`src/hw/rtl/orlog_pkg.sv`:
```
// ----------------------------------------------------------------------------
// orlog_pkg
// Shared types and codes for the overwrite-oldest ring event log.
// ----------------------------------------------------------------------------
`default_nettype none

package orlog_pkg;

  // command codes
  localparam logic [1:0] CMD_APPEND = 2'd0;
  localparam logic [1:0] CMD_READ   = 2'd1;
  localparam logic [1:0] CMD_CLEAR  = 2'd2;

  // number of valid codes per event field
  localparam logic [3:0] NUM_CATEGORY = 4'd3;
  localparam logic [3:0] NUM_ACTION   = 4'd12;
  localparam logic [3:0] NUM_OUTCOME  = 4'd4;

  typedef struct packed {
    logic       present;
    logic [1:0] outcome;
    logic [3:0] action;
    logic [1:0] category;
  } tags_t;

  typedef struct packed {
    logic [31:0] seq;
    logic [63:0] time_ms;
    logic [31:0] value;
    tags_t       tags;
  } entry_t;

  typedef struct packed {
    logic wr_en;
    logic rd_en;
  } mem_ctl_t;

endpackage

`default_nettype wire

```
`src/hw/rtl/orlog_ctrl.sv`:
```
// ----------------------------------------------------------------------------
// orlog_ctrl
// Ring pointers, counters, command sequencing and result registers.
// ----------------------------------------------------------------------------
`default_nettype none

module orlog_ctrl #(
  parameter int CAPACITY = 64,
  parameter int AW       = 6,
  parameter int FW       = 7
) (
  input  wire logic                clk,
  input  wire logic                rst_n,
  input  wire logic                start,
  output logic                     busy,
  input  wire logic [1:0]          in_cmd,
  input  wire logic [63:0]         in_event_time_ms,
  input  wire logic [3:0]          in_event_category,
  input  wire logic [3:0]          in_event_action,
  input  wire logic [3:0]          in_event_outcome,
  input  wire logic                in_value_present,
  input  wire logic [31:0]         in_value_bits,
  input  wire logic [5:0]          in_read_index,
  output orlog_pkg::mem_ctl_t      mem_ctl,
  output logic [AW-1:0]            mem_addr,
  output orlog_pkg::entry_t        mem_wdata,
  input  wire orlog_pkg::entry_t   mem_rdata,
  output logic                     out_valid,
  output logic                     out_ok,
  output logic [31:0]              out_seq_number,
  output logic [63:0]              out_time_ms,
  output logic [31:0]              out_value_bits,
  output logic [1:0]               out_category,
  output logic [3:0]               out_action,
  output logic [1:0]               out_outcome,
  output logic                     out_value_present,
  output logic [6:0]               out_entry_count,
  output logic [31:0]              out_drop_count,
  output logic [31:0]              out_last_seq
);
  import orlog_pkg::*;

  localparam int SW = ((AW > 6) ? AW : 6) + 1;

  typedef enum logic [1:0] {
    ST_IDLE = 2'b01,
    ST_EXEC = 2'b10
  } state_t;

  state_t         state_r, state_nxt;
  logic [AW-1:0]  head_r, head_nxt;
  logic [FW-1:0]  fill_r, fill_nxt;
  logic [31:0]    seq_r, seq_nxt;
  logic [31:0]    drops_r, drops_nxt;
  logic [1:0]     op_r;
  logic           ok_r;
  logic [31:0]    seqnum_r;
  logic           out_valid_r;
  logic           out_ok_r;
  logic [31:0]    out_seq_number_r;
  entry_t         out_entry_r;

  logic           accept;
  logic           evt_good;
  logic           not_full;
  logic           read_hit;
  logic [AW-1:0]  append_slot;
  logic [AW-1:0]  read_slot;
  logic           ok_nxt;
  logic [31:0]    seqnum_nxt;

  function automatic logic [AW-1:0] wrap_slot(input logic [SW-1:0] s);
    return (s >= SW'(CAPACITY)) ? AW'(s - SW'(CAPACITY)) : AW'(s);
  endfunction

  assign accept    = start && (state_r == ST_IDLE);
  assign busy      = (state_r != ST_IDLE);
  assign evt_good  = (in_event_category < NUM_CATEGORY) && (in_event_action < NUM_ACTION) &&
                     (in_event_outcome < NUM_OUTCOME);
  assign not_full  = (fill_r != FW'(CAPACITY));
  assign read_hit  = (SW'(in_read_index) < SW'(fill_r));
  assign append_slot = not_full ? wrap_slot(SW'(head_r) + SW'(fill_r)) : head_r;
  assign read_slot   = wrap_slot(SW'(head_r) + SW'(in_read_index));

  always_comb begin
    state_nxt  = state_r;
    head_nxt   = head_r;
    fill_nxt   = fill_r;
    seq_nxt    = seq_r;
    drops_nxt  = drops_r;
    ok_nxt     = 1'b0;
    seqnum_nxt = '0;
    mem_ctl    = '0;
    mem_addr   = read_slot;
    mem_wdata.seq           = seq_r + 32'd1;
    mem_wdata.time_ms       = in_event_time_ms;
    mem_wdata.value         = in_value_present ? in_value_bits : 32'd0;
    mem_wdata.tags.category = in_event_category[1:0];
    mem_wdata.tags.action   = in_event_action;
    mem_wdata.tags.outcome  = in_event_outcome[1:0];
    mem_wdata.tags.present  = in_value_present;
    unique case (state_r)
      ST_IDLE: begin
        if (accept) begin
          state_nxt = ST_EXEC;
          unique case (in_cmd)
            CMD_APPEND: begin
              if (evt_good) begin
                mem_ctl.wr_en = 1'b1;
                mem_addr      = append_slot;
                seq_nxt       = seq_r + 32'd1;
                ok_nxt        = 1'b1;
                seqnum_nxt    = seq_r + 32'd1;
                if (not_full) begin
                  fill_nxt = fill_r + FW'(1);
                end else begin
                  head_nxt = (head_r == AW'(CAPACITY - 1)) ? '0 : head_r + AW'(1);
                  if (drops_r != '1) begin
                    drops_nxt = drops_r + 32'd1;
                  end
                end
              end
            end
            CMD_READ: begin
              mem_ctl.rd_en = read_hit;
              ok_nxt        = read_hit;
            end
            CMD_CLEAR: begin
              head_nxt  = '0;
              fill_nxt  = '0;
              seq_nxt   = '0;
              drops_nxt = '0;
              ok_nxt    = 1'b1;
            end
            default: begin
              ok_nxt = 1'b0;
            end
          endcase
        end
      end
      ST_EXEC: begin
        state_nxt = ST_IDLE;
      end
      default: begin
        state_nxt = ST_IDLE;
      end
    endcase
  end

  always_ff @(posedge clk) begin
    if (!rst_n) begin
      state_r     <= ST_IDLE;
      head_r      <= '0;
      fill_r      <= '0;
      seq_r       <= '0;
      drops_r     <= '0;
      out_valid_r <= 1'b0;
    end else begin
      state_r     <= state_nxt;
      head_r      <= head_nxt;
      fill_r      <= fill_nxt;
      seq_r       <= seq_nxt;
      drops_r     <= drops_nxt;
      out_valid_r <= (state_r == ST_EXEC);
    end
  end

  // command context registered on accept and held for the execute state
  always_ff @(posedge clk) begin
    if (accept) begin
      op_r     <= in_cmd;
      ok_r     <= ok_nxt;
      seqnum_r <= seqnum_nxt;
    end
  end

  // result registers
  always_ff @(posedge clk) begin
    if (state_r == ST_EXEC) begin
      out_ok_r <= ok_r;
      if ((op_r == CMD_READ) && ok_r) begin
        out_seq_number_r <= mem_rdata.seq;
        out_entry_r      <= mem_rdata;
      end else begin
        out_seq_number_r <= seqnum_r;
        out_entry_r      <= '0;
      end
    end
  end

  assign out_valid         = out_valid_r;
  assign out_ok            = out_ok_r;
  assign out_seq_number    = out_seq_number_r;
  assign out_time_ms       = out_entry_r.time_ms;
  assign out_value_bits    = out_entry_r.value;
  assign out_category      = out_entry_r.tags.category;
  assign out_action        = out_entry_r.tags.action;
  assign out_outcome       = out_entry_r.tags.outcome;
  assign out_value_present = out_entry_r.tags.present;
  assign out_entry_count   = 7'(fill_r);
  assign out_drop_count    = drops_r;
  assign out_last_seq      = seq_r;

`ifndef ASSERT_OFF
  a_fill_bound: assert property (@(posedge clk) disable iff (!rst_n)
    fill_r <= FW'(CAPACITY))
    else $error("fill exceeds capacity");

  a_head_bound: assert property (@(posedge clk) disable iff (!rst_n)
    head_r < AW'(CAPACITY - 1) || head_r == AW'(CAPACITY - 1))
    else $error("head pointer out of range");

  a_head_moves_when_full: assert property (@(posedge clk) disable iff (!rst_n)
    (head_r != head_nxt) |-> (!not_full || state_nxt == ST_EXEC))
    else $error("head moved without a transfer");

  a_result_after_exec: assert property (@(posedge clk) disable iff (!rst_n)
    out_valid_r |-> $past(state_r == ST_EXEC))
    else $error("result strobe without execute cycle");

  a_clear_empties: assert property (@(posedge clk) disable iff (!rst_n)
    (state_r == ST_EXEC && op_r == CMD_CLEAR) |-> (fill_r == '0 && seq_r == '0))
    else $error("clear left entries behind");
`endif

endmodule

`default_nettype wire

```
`config.mk`:
```
export PLATFORM = sky130hd
export DESIGN_NAME = orlog_ctrl
export DESIGN_NICKNAME = d
export VERILOG_FILES = /design/src/hw/rtl/orlog_pkg.sv /design/src/hw/rtl/orlog_ctrl.sv
export SDC_FILE = /design/constraint.sdc
export NUM_CORES = 1
export LEC_CHECK = 0
export ABC_AREA = 1
export BUFFER_PORTS_ARGS = -buffer_cell sky130_fd_sc_hd__clkbuf_2
export CAP_MARGIN = 30
export CORE_AREA = 3 3 236 238
export DETAILED_ROUTE_END_ITERATION = 7
export DIE_AREA = 0 0 239 241
export PLACE_DENSITY_LB_ADDON = 0.2
export SLEW_MARGIN = 40
export SYNTH_ARGS = -nofsm -noshare
export SYNTH_HDL_FRONTEND = slang
export SYNTH_SLANG_ARGS = --single-unit
```
`constraint.sdc`:
```
create_clock -name clk -period 8.9 [get_ports clk]
set_input_delay 0.89 -clock clk [delete_from_list [all_inputs] [get_ports clk]]
set_output_delay 0.89 -clock clk [all_outputs]
set_load 0.02 [all_outputs]
```
==> results of run 1 <==
worst reg2reg max path, delay by kind of cell, from the launching register on:
family          cells  cell delay (ns)
simple gates        7             2.03
compound gates      1             0.14
flops               1             0.30
buf+inv             4             1.02
layout by cell type, fill, tap and decap left out, types with 19 or more instances in the layout:
master / synthesis / routed
nand2_1: 341 / 341
nand3_1: 74 / 74
a21oi_1: 76 / 76
mux2_2: 32 / 32
clkbuf_2: 0 / 476
clkbuf_16: 0 / 31
inv_1: 263 / 262
xor2_1: 19 / 19
nor2_1: 307 / 306
ha_1: 20 / 20
dfxtp_1: 80 / 80
edfxtp_1: 173 / 173
registers in the layout, indices dropped and copies added (netlist names), 2 cells and up:
name / cells
out_time_ms: 64
out_drop_count: 32
out_last_seq: 32
out_seq_number: 32
out_value_bits: 32
seqnum_r: 32
out_entry_count: 7
head_r: 6
out_action: 4
op_r: 2
out_category: 2
out_outcome: 2
state_r: 2
area by class of cell:
type / instances / area [um^2] / area share [%]
clock buffer: 41 / 813.3 / 4.798
sequential: 253 / 6797 / 40.10
inverter: 269 / 1010 / 5.957
clock inverter: 15 / 143.9 / 0.8489
multi-input combinational: 987 / 4820 / 28.43
tap: 696 / 870.8 / 5.138
timing repair buffer: 486 / 2496 / 14.73
through the flow:
stage	util, %	total power [W]
floorplan	-	0.001460
global placement	29.66	0.001504
detailed placement	29.66	0.001506
CTS	31.44	0.002749
global route	31.50	0.002808
finish	31.50	0.002696
cells by family (layout without fill, tap and decap cells):
kind of cell,Yosys count,in the layout,synth area share [%]
AO/OA/AOI/OAI,117,117,4.863
XOR/XNOR,30,30,1.964
adder cells (fa/ha/maj),22,22,2.169
buffers and inverters,389,811,13.28
flip-flops,253,253,50.79
multiplexers,32,32,2.693
AND/OR/NAND/NOR,786,786,24.24
how the worst min path moves through the flow:
stage / start / to / slack (ns) / cells past startpoint
global route: ok_r / out_ok / 0.46 / 0
finish: ok_r / out_ok / 0.46 / 0
detailed placement: ok_r / out_ok / 0.44 / 0
floorplan: ok_r / out_ok / 0.43 / 0
global placement: ok_r / out_ok / 0.45 / 0
CTS: ok_r / out_ok / 0.46 / 0
per-layer routing:
layer,wire [um],up-vias
met4,896,0
met2,22520,383
met5,0,-
met1,20100,5409
li1,-,5834
met3,3199,51
report_power, final:
group	total [W]	internal, W	switching (W)
Clock	0.00122	0.000699	0.000518
Sequential	0.00128	0.00127	0.00000775
Combinational	0.000197	0.0000726	0.000124
synthesized netlist by cell type, drive strengths merged:
cell,number,area [um^2]
inv,267,1002
clkinv,2,7.510
xor2,19,166.4
nor3b,1,7.510
ha,20,250.2
a21o,1,7.510
nand3b,5,37.54
nand2,356,1389
o21bai,4,30.03
nor2,319,1256
o211ai,2,15.01
clkbuf,28,105.1
xnor2,11,96.34
buf,92,661.9
o21a,1,7.510
nand3,74,370.4
fa,2,40.04
a22oi,2,15.01
nor3,13,70.07
dfxtp,80,1602
mux2,32,360.4
nand4,18,112.6
a211oi,1,7.510
a21oi,86,467.9
edfxtp,173,5195
o21ai,20,100.1
==> summary.txt, run 1 <==
STA
  – Max Fclk: 272.9 MHz
  – Setup TNS: 0 ns
  – Hold Vio Cnt, Final: 0
  – Min Tclk post-route: 3.664 ns
  – Final setup viols: 0
  – Final setup margin: 5.236 ns
  – Slew @ Worst Pin: around 0.80 ns
  – Final slew viol count: 0
  – Max transition margin: between 40% and 50%
  – RSZ-0062 raised after global routing: no
  – Clock Skew: between 0.02 and 0.025 ns
  – Hold slack: 0.4587 ns
  – Final period utilization: 41.17%

Power
  – VDD IR max: 120.3 uV
  – LEAKAGE: between 7 and 8 nW
  – PD cells: around 160 mW/mm^2

Clocking
  – Total clock buffers created by CTS: 31
  – CTS sink cnt: 253
  – Setup Buffers After CTS: 0
  – Clock root buffer: clkbuf_16
  – Reg clk slew, reported paths: around 0.06 ns
  – Worst-skew pair later-pin latency: between 0.5 and 0.6 ns
  – Cts repair resizes: 0
  – H-Tree Level Count: 1
  – Hold Buf Count CTS: 0
  – Clk buf depth: 3
  – CTS tree: built

Route
  – DR WL/cell: about 17 um
  – DRC violations left: 0
  – Vias: 11680
  – Average vias per placed instance: around 4.3
  – Routed wire length: 46720 um
  – Iteration-0 DRC Markers: a little under 800
  – Pre-antenna DRT Iters: 5
  – Antenna Nets Post-Route: 0

Setup path
  – Crit path max-delay family: simple AND/OR/NAND/NOR gates
  – Crit-path max cell delay: just over 0.7 ns
  – RR Startpoint: state_r[1]
  – Critical path arrival: around 4.2 ns
  – CP max stage cell: nor2_4
  – Worst path cell trace: clkbuf_2 -> inv_1 -> nor2_4 -> buf_4 -> nand2_1 -> inv_2 -> nand2_2 -> nor2_4 -> nand2_4 -> inv_2 -> nand2_1 -> a21oi_1
  – CP required: 9.41 ns
  – R2R setup slack: between 5 and 6 ns
  – Setup crit start: start
  – Critical Path End: out_drop_count[0]
  – WS Path Type: in -> reg
  – CP max FO: 37
  – Worst Setup End Kind: flip-flop
  – WP buf/inv: 5
  – Worst setup SP type: primary input
  – Register-to-Register Path Depth: 12
  – R2R Path End: out_drop_count[0]
  – Cell count along the critical path: 12

Global route
  – Met1 usage: 19.47%
  – Met3 usage: 3.600%
  – GRT Total Usage: roughly 15%
  – GRT busiest layer: met2
  – GR Util met2: 25.91%
  – Global-route wire length before repair: 67590 um
  – Largest net degree at the start of global routing: between 100 and 150
  – Vias in the first global route: 11140
  – Initial antenna violation count: 0
  – Gr ovfl total: 0

Layout
  – Fillers: 5846
  – Layout cells sized above 1: about 29%
  – ANT cells: 0
  – Nets: roughly 2300
  – Post-route insts no fill: about 2700
  – Layout area overhead: 26.68%
  – Final Instance Area: between 0.015 and 0.02 mm^2

Die
  – Ports: roughly 610
  – Starting Density: roughly a quarter
  – Die area: between 0.05 and 0.06 mm^2
  – Chip width: roughly 240 um
  – Die height: ~240 um
  – Row cnt: between 80 and 90
  – Placeable core area: 0.05381 mm^2

Placement
  – Detail Placement HPWL: ~36000 um
  – Placed insts: around 2700
  – Port buffer count: between 400 and 500
  – Setup slack after placement: about 4.6 ns
  – GP Congestion: 0.8665
  – Placed Area: about 0.016 mm^2

Flow run
  – Max-cap violations: 0

Synthesis
  – Flops & latches, synth: about 250
  – Sequential-to-total area share from yosys stat: around 51%
  – Mapped Cells: 1629
  – Post-synth net total: 1908
  – Synthesized area: about 0.013 mm^2
  – Syn Area/Cell: slightly above 8 um^2
  – Warnings, synthesis: 0
  – Post-synth cell types: 39

Run status
  – Status: completed

Min path
  – Worst hold path type: reg -> reg
Note: power is estimated with default switching activity, not from simulation.
==> run 2: changes to the inputs <==
--- a/config.mk
+++ b/config.mk
@@ -8,9 +8,9 @@
 export ABC_AREA = 1
 export BUFFER_PORTS_ARGS = -buffer_cell sky130_fd_sc_hd__clkbuf_2
 export CAP_MARGIN = 30
-export CORE_AREA = 3 3 236 238
+export CORE_AREA = 3 3 235 237
 export DETAILED_ROUTE_END_ITERATION = 7
-export DIE_AREA = 0 0 239 241
+export DIE_AREA = 0 0 238 240
 export PLACE_DENSITY_LB_ADDON = 0.2
 export SLEW_MARGIN = 40
 export SYNTH_ARGS = -nofsm -noshare
==> constraint.sdc (replaced) <==
create_clock -name clk -period 3 [get_ports clk]
set_input_delay 0.3 -clock clk [delete_from_list [all_inputs] [get_ports clk]]
set_output_delay 0.3 -clock clk [all_outputs]
set_load 0.02 [all_outputs]
==> run 2 against run 1 <==
Global-route usage rose by 1.0 points. Wire length rose by 5.0%. Sequential share of layout area fell by 2.2 points. Setup slack got worse by 5.1 ns. Final area rose by 5.8%. Via count rose by 4.4%. Worst hold slack got worse by 0.43 ns. Largest cell class unchanged.
==> summary.txt, run 2 (synthesized netlist as in run 1, its figures left out) <==
Die
  – Row cnt: 85
  – Die area: roughly 0.057 mm^2
  – Die height: around 240 um
  – Placeable core area: roughly 0.053 mm^2
  – Chip width: roughly 240 um
  – Starting Density: between 20% and 30%
  – Ports: around 600

Power
  – Psw: just under 0.002 W
  – Clk pwr share: roughly 46%
  – LEAKAGE: about 8.2 nW
  – P_int: roughly 0.0064 W
  – Seq pwr share: 45.7%
  – VDD IR max: about 310 uV
  – Gate power share: approximately 8.3%
  – Switching share of power: approximately a quarter
  – Total power: approximately 0.0083 W
  – PD cells: about 460 mW/mm^2

Route
  – Post-Route M1 WL: ~21000 um
  – Met2 Wirelength: about 23000 um
  – Antenna Nets Post-Route: 0
  – Vias: 12190
  – Top layer in use: met4
  – DR WL/cell: 17.27 um
  – Iteration-0 DRC Markers: approximately 730
  – Met3 WL: ~4400 um
  – Pre-antenna DRT Iters: 5
  – Routed wire length: just under 50000 um
  – Average vias per placed instance: 4.292
  – DRC violations left: 0

Clocking
  – Total clock buffers created by CTS: 31
  – Clk buf depth: 3
  – H-Tree Level Count: 1
  – CTS sink cnt: 253
  – Worst-skew pair later-pin latency: ~0.58 ns
  – Clock root buffer: clkbuf_16
  – Reg clk slew, reported paths: ~0.060 ns
  – CTS tree: built
  – Setup Buffers After CTS: 0

Setup path
  – Worst path cell trace: ha_1 -> nand2_1 -> nor2_2 -> nand2_2 -> nor2_1 -> xor2_1 -> clkbuf_2
  – CP max FO: 6
  – Crit-path max cell delay: roughly 0.44 ns
  – CP max stage cell: dfxtp_1
  – Worst setup SP type: flip-flop
  – Critical path arrival: about 2.6 ns
  – CP required: 2.70 ns
  – WS Path Type: reg -> out
  – Worst Setup End Kind: output port

Global route
  – Initial antenna violation count: 1
  – Vias in the first global route: 11950
  – Largest net degree at the start of global routing: between 70 and 80
  – GRT Total Usage: between 10% and 20%
  – Global-route wire length before repair: just over 70000 um
  – Gr ovfl total: 0

Layout
  – Most frequent cells in the layout: clkbuf_2 (476), nand2_1 (339), nor2_1 (303)
  – Max reg flops: 64
  – Final Core Density: approximately 34%
  – Layout area overhead: 34.06%
  – Most common cell after layout, fill and taps aside: clkbuf_2
  – Post-route insts no fill: approximately 2800
  – Nets: 2400
  – Layout cells sized above 1: between 20 and 30%

Min path
  – Worst hold path type: in -> reg

Placement
  – Port buffer count: 476
  – GP Congestion: between 0.8 and 0.9
  – Detail Placement HPWL: about 38000 um
  – Placed insts: about 2700

STA
  – Final slew viol count: 0
  – RSZ-0062 raised after global routing: no
  – Hold slack: 0.02593 ns
  – Max Fclk: 351.3 MHz
  – Final period utilization: about 95%
  – Setup TNS: 0 ns
  – Max transition margin: ~60%
  – Clock Skew: between 0.02 and 0.03 ns
  – Hold Vio Cnt, Final: 0
  – Min Tclk post-route: between 2 and 3 ns
  – Final setup viols: 0
  – Slew @ Worst Pin: a little under 0.6 ns

Run status
  – Status: completed

Flow run
  – Max-cap violations: 0
## run 2: cell type report
cell class | instances | area [um^2]
fill | 5681 | 35560
timing repair buffer | 578 | 3376
clock inverter | 18 | 227.7
multi-input combinational | 987 | 4843
timing repair inverter | 1 | 5.005
sequential | 253 | 6800
antenna | 1 | 2.502
tap | 696 | 870.8
inverter | 269 | 1013
clock buffer | 37 | 798.3
## run 2: per-layer routing
metal	GRT usage, %	vias up
met5	0	-
li1	-	6025
met4	3.665	0
met2	27.30	454
met3	4.829	55
met1	20.60	5656
## run 2: timing repair
action	in CTS	in global routing
gates resized for setup	1	11
cloned	0	1
setup endpoints to repair	1	9
endpoints found under the hold margin	76	0
hold buffers	76	0
## run 2: worst max-delay path: cells and delay by family, from the launching register on
| family | cells | cell delay [ns] |
|---|---|---|
| simple gates | 4 | 0.74 |
| buf+inv | 1 | 0.26 |
| fa+ha+maj | 1 | 0.23 |
| flops | 1 | 0.44 |
| xor+xnor | 1 | 0.30 |
## run 2: path summary, 6_finish.rpt
kind | startpoint | endpoint | slack [ns] | cells past startpoint
setup / recovery | out_last_seq[0] | mem_wdata[115] | 0.15 | 7
hold / removal | mem_rdata[71] | out_time_ms[30] | 0.03 | 3
setup reg to reg | out_drop_count[0] | out_drop_count[15] | 0.77 | 10
hold reg to reg | ok_r | out_ok | 0.46 | 0
## run 2: power by group through the flow
stage / Clock [W] / Combinational [W] / Sequential (W)
6_report: 0.00383 / 0.000688 / 0.00380
5_1_grt: 0.00412 / 0.000754 / 0.00381
4_1_cts: 0.00399 / 0.000696 / 0.00380
3_5_place_dp: 0 / 0.000611 / 0.00388
3_3_place_gp: 0 / 0.000604 / 0.00388
2_1_floorplan: 0 / 0.000424 / 0.00390
## run 2: stage by stage
stage / setup WS (ns) / instance area (um^2)
2_1_floorplan: 0.1782 / 13390
5_1_grt: 0.01476 / 17940
3_3_place_gp: 0.6326 / 16110
3_5_place_dp: 0.5527 / 16110
4_1_cts: 0.02239 / 17900
6_report: 0.1532 / 17940
==> run 3: changes to the inputs <==
--- a/config.mk
+++ b/config.mk
@@ -9,6 +9,7 @@
 export BUFFER_PORTS_ARGS = -buffer_cell sky130_fd_sc_hd__clkbuf_2
 export CAP_MARGIN = 30
 export CORE_AREA = 3 3 235 237
+export CTS_BUF_LIST = sky130_fd_sc_hd__clkbuf_8 sky130_fd_sc_hd__clkbuf_16
 export DETAILED_ROUTE_END_ITERATION = 7
 export DIE_AREA = 0 0 238 240
 export PLACE_DENSITY_LB_ADDON = 0.2
==> run 3 against run 2 <==
Flip-flop and latch count unchanged. Clock skew up 0.00078 ns. First-iteration DRC count down 3.0%. Via count shrank 0.30%.
==> summary.txt, run 3 (synthesized netlist as in run 1, its figures left out) <==
Placement
  – Placed Area: around 0.016 mm^2
  – Detail Placement HPWL: roughly 38000 um
  – Port buffer count: 476
  – GP Congestion: 0.8527
  – Setup slack after placement: around 0.55 ns

Layout
  – Most frequent cells in the layout: clkbuf_2 (476), nand2_1 (339), nor2_1 (303)
  – Fillers: 5681
  – Layout area overhead: 34.06%
  – Final Core Density: about a third
  – Layout cells sized above 1: around 30%
  – Final Instance Area: about 0.018 mm^2
  – Max reg flops: 64
  – Nets: 2400
  – Most common cell after layout, fill and taps aside: clkbuf_2

Setup path
  – CP max stage cell: dfxtp_1
  – Setup crit start: out_last_seq[0]
  – CP required: between 2 and 3 ns
  – CP max FO: 6
  – RR Startpoint: out_drop_count[0]
  – Crit path max-delay family: simple AND/OR/NAND/NOR gates
  – Register-to-Register Path Depth: 10
  – Crit-path max cell delay: between 0.4 and 0.5 ns
  – WP buf/inv: 1
  – Cell count along the critical path: 7
  – Worst path cell trace: ha_1 -> nand2_1 -> nor2_2 -> nand2_2 -> nor2_1 -> xor2_1 -> clkbuf_2
  – Worst setup SP type: flip-flop
  – Critical path arrival: roughly 2.5 ns
  – Worst Setup End Kind: output port
  – WS Path Type: reg -> out

STA
  – Final setup viols: 0
  – Clock Skew: roughly 0.026 ns
  – Final slew viol count: 0
  – Slew @ Worst Pin: between 0.5 and 0.6 ns
  – Hold Vio Cnt, Final: 0
  – Min Tclk post-route: between 2 and 3 ns
  – RSZ-0062 raised after global routing: no
  – Max Fclk: approximately 350 MHz
  – Setup TNS: 0 ns
  – Max transition margin: 60.14%
  – Final period utilization: about 95%
  – Final setup margin: approximately 0.16 ns

Route
  – Antenna Nets Post-Route: 0
  – Pre-antenna DRT Iters: 5
  – Average vias per placed instance: between 4 and 5
  – Vias: 12150
  – Routed wire length: ~50000 um
  – Iteration-0 DRC Markers: 707
  – DR WL/cell: ~17 um
  – DRC violations left: 0

Global route
  – Initial antenna violation count: 1
  – GRT Total Usage: between 10% and 20%
  – Gr ovfl total: 0
  – Global-route wire length before repair: between 70000 and 80000 um
  – Largest net degree at the start of global routing: 74
  – Vias in the first global route: about 12000

Run status
  – Status: completed

Clocking
  – Worst-skew pair later-pin latency: just under 0.6 ns
  – CTS sink cnt: approximately 250
  – Clock root buffer: clkbuf_16
  – CTS tree: built
  – Total clock buffers created by CTS: 31
  – H-Tree Level Count: 1
  – Reg clk slew, reported paths: about 0.060 ns
  – Clk buf depth: 3

Die
  – Die height: around 240 um
  – Ports: between 600 and 700
  – Starting Density: ~25%
  – Chip width: ~240 um
  – Die area: roughly 0.057 mm^2
  – Row cnt: between 80 and 90
  – Placeable core area: between 0.05 and 0.06 mm^2

Power
  – VDD IR max: 312.7 uV
  – LEAKAGE: 8.217 nW
  – Total power: roughly 0.0083 W
  – PD cells: ~460 mW/mm^2

Flow run
  – Max-cap violations: 0

Min path
  – Worst hold stages: 3
  – Worst hold path type: in -> reg
  – Hold path startpoint: mem_rdata[71]
-- run 3: cell count changes in the layout (fill, tap and decap cells not counted), sizes merged --
cell,before,now
inv,269,275
clkbuf,513,507
-- run 3: worst min-delay path: stages --
cell	delay, ns
clkbuf_2	0.07
inv_1	0.03
nor2_1	0.09
-- run 3: path summary, 6_finish.rpt --
| kind | slack (ns) | endpoint |
|---|---|---|
| worst min-delay path | 0.03 | out_time_ms[30] |
| worst max register to register | 0.77 | out_drop_count[15] |
| worst max-delay path | 0.16 | mem_wdata[115] |
| worst min register to register | 0.46 | out_ok |
-- run 3: repair_timing --
item | 4_1_cts | 5_1_grt
hold buffers | 76 | 0
gates resized for setup | 1 | 11
pin swaps | 0 | 0
endpoints found under the hold margin | 76 | 0
gates cloned | 0 | 1
endpoints found under the setup margin | 1 | 9
setup buffers | 0 | 0
-- run 3: final cells by class --
type / count / area, um^2 / share of cell area, %
Timing Repair Buffer: 578 / 3376 / 18.82
Clock inverter: 24 / 250.2 / 1.395
Tap cell: 696 / 870.8 / 4.855
Antenna cell: 1 / 2.502 / 0.01395
Sequential cell: 253 / 6800 / 37.91
Timing Repair inverter: 1 / 5.005 / 0.02790
Multi-Input combinational cell: 987 / 4843 / 27.00
Clock buffer: 31 / 775.7 / 4.325
Inverter: 269 / 1013 / 5.650
-- run 3: per-layer routing --
| metal | global-route usage [%] | routed length [um] |
|---|---|---|
| met1 | 20.59 | 20780 |
| met5 | 0 | 0 |
| met4 | 3.665 | 872 |
| met2 | 27.30 | 22950 |
| met3 | 4.829 | 4378 |
-- run 3: power breakdown --
part           total [W]  internal (W)  switching [W]  leakage (nW)
Combinational   0.000688      0.000287       0.000402          5.42
Sequential       0.00380       0.00378      0.0000236          2.28
Clock            0.00381       0.00229        0.00151         0.518
-- run 3: through the flow --
step,std cells,hold WS (ns)
after CTS,2838,0.0000005551
after detailed placement,2707,0.4569
after floorplan,1629,0.3989
after global placement,2707,0.4477
after global routing,2840,0.01319
final,2840,0.02643
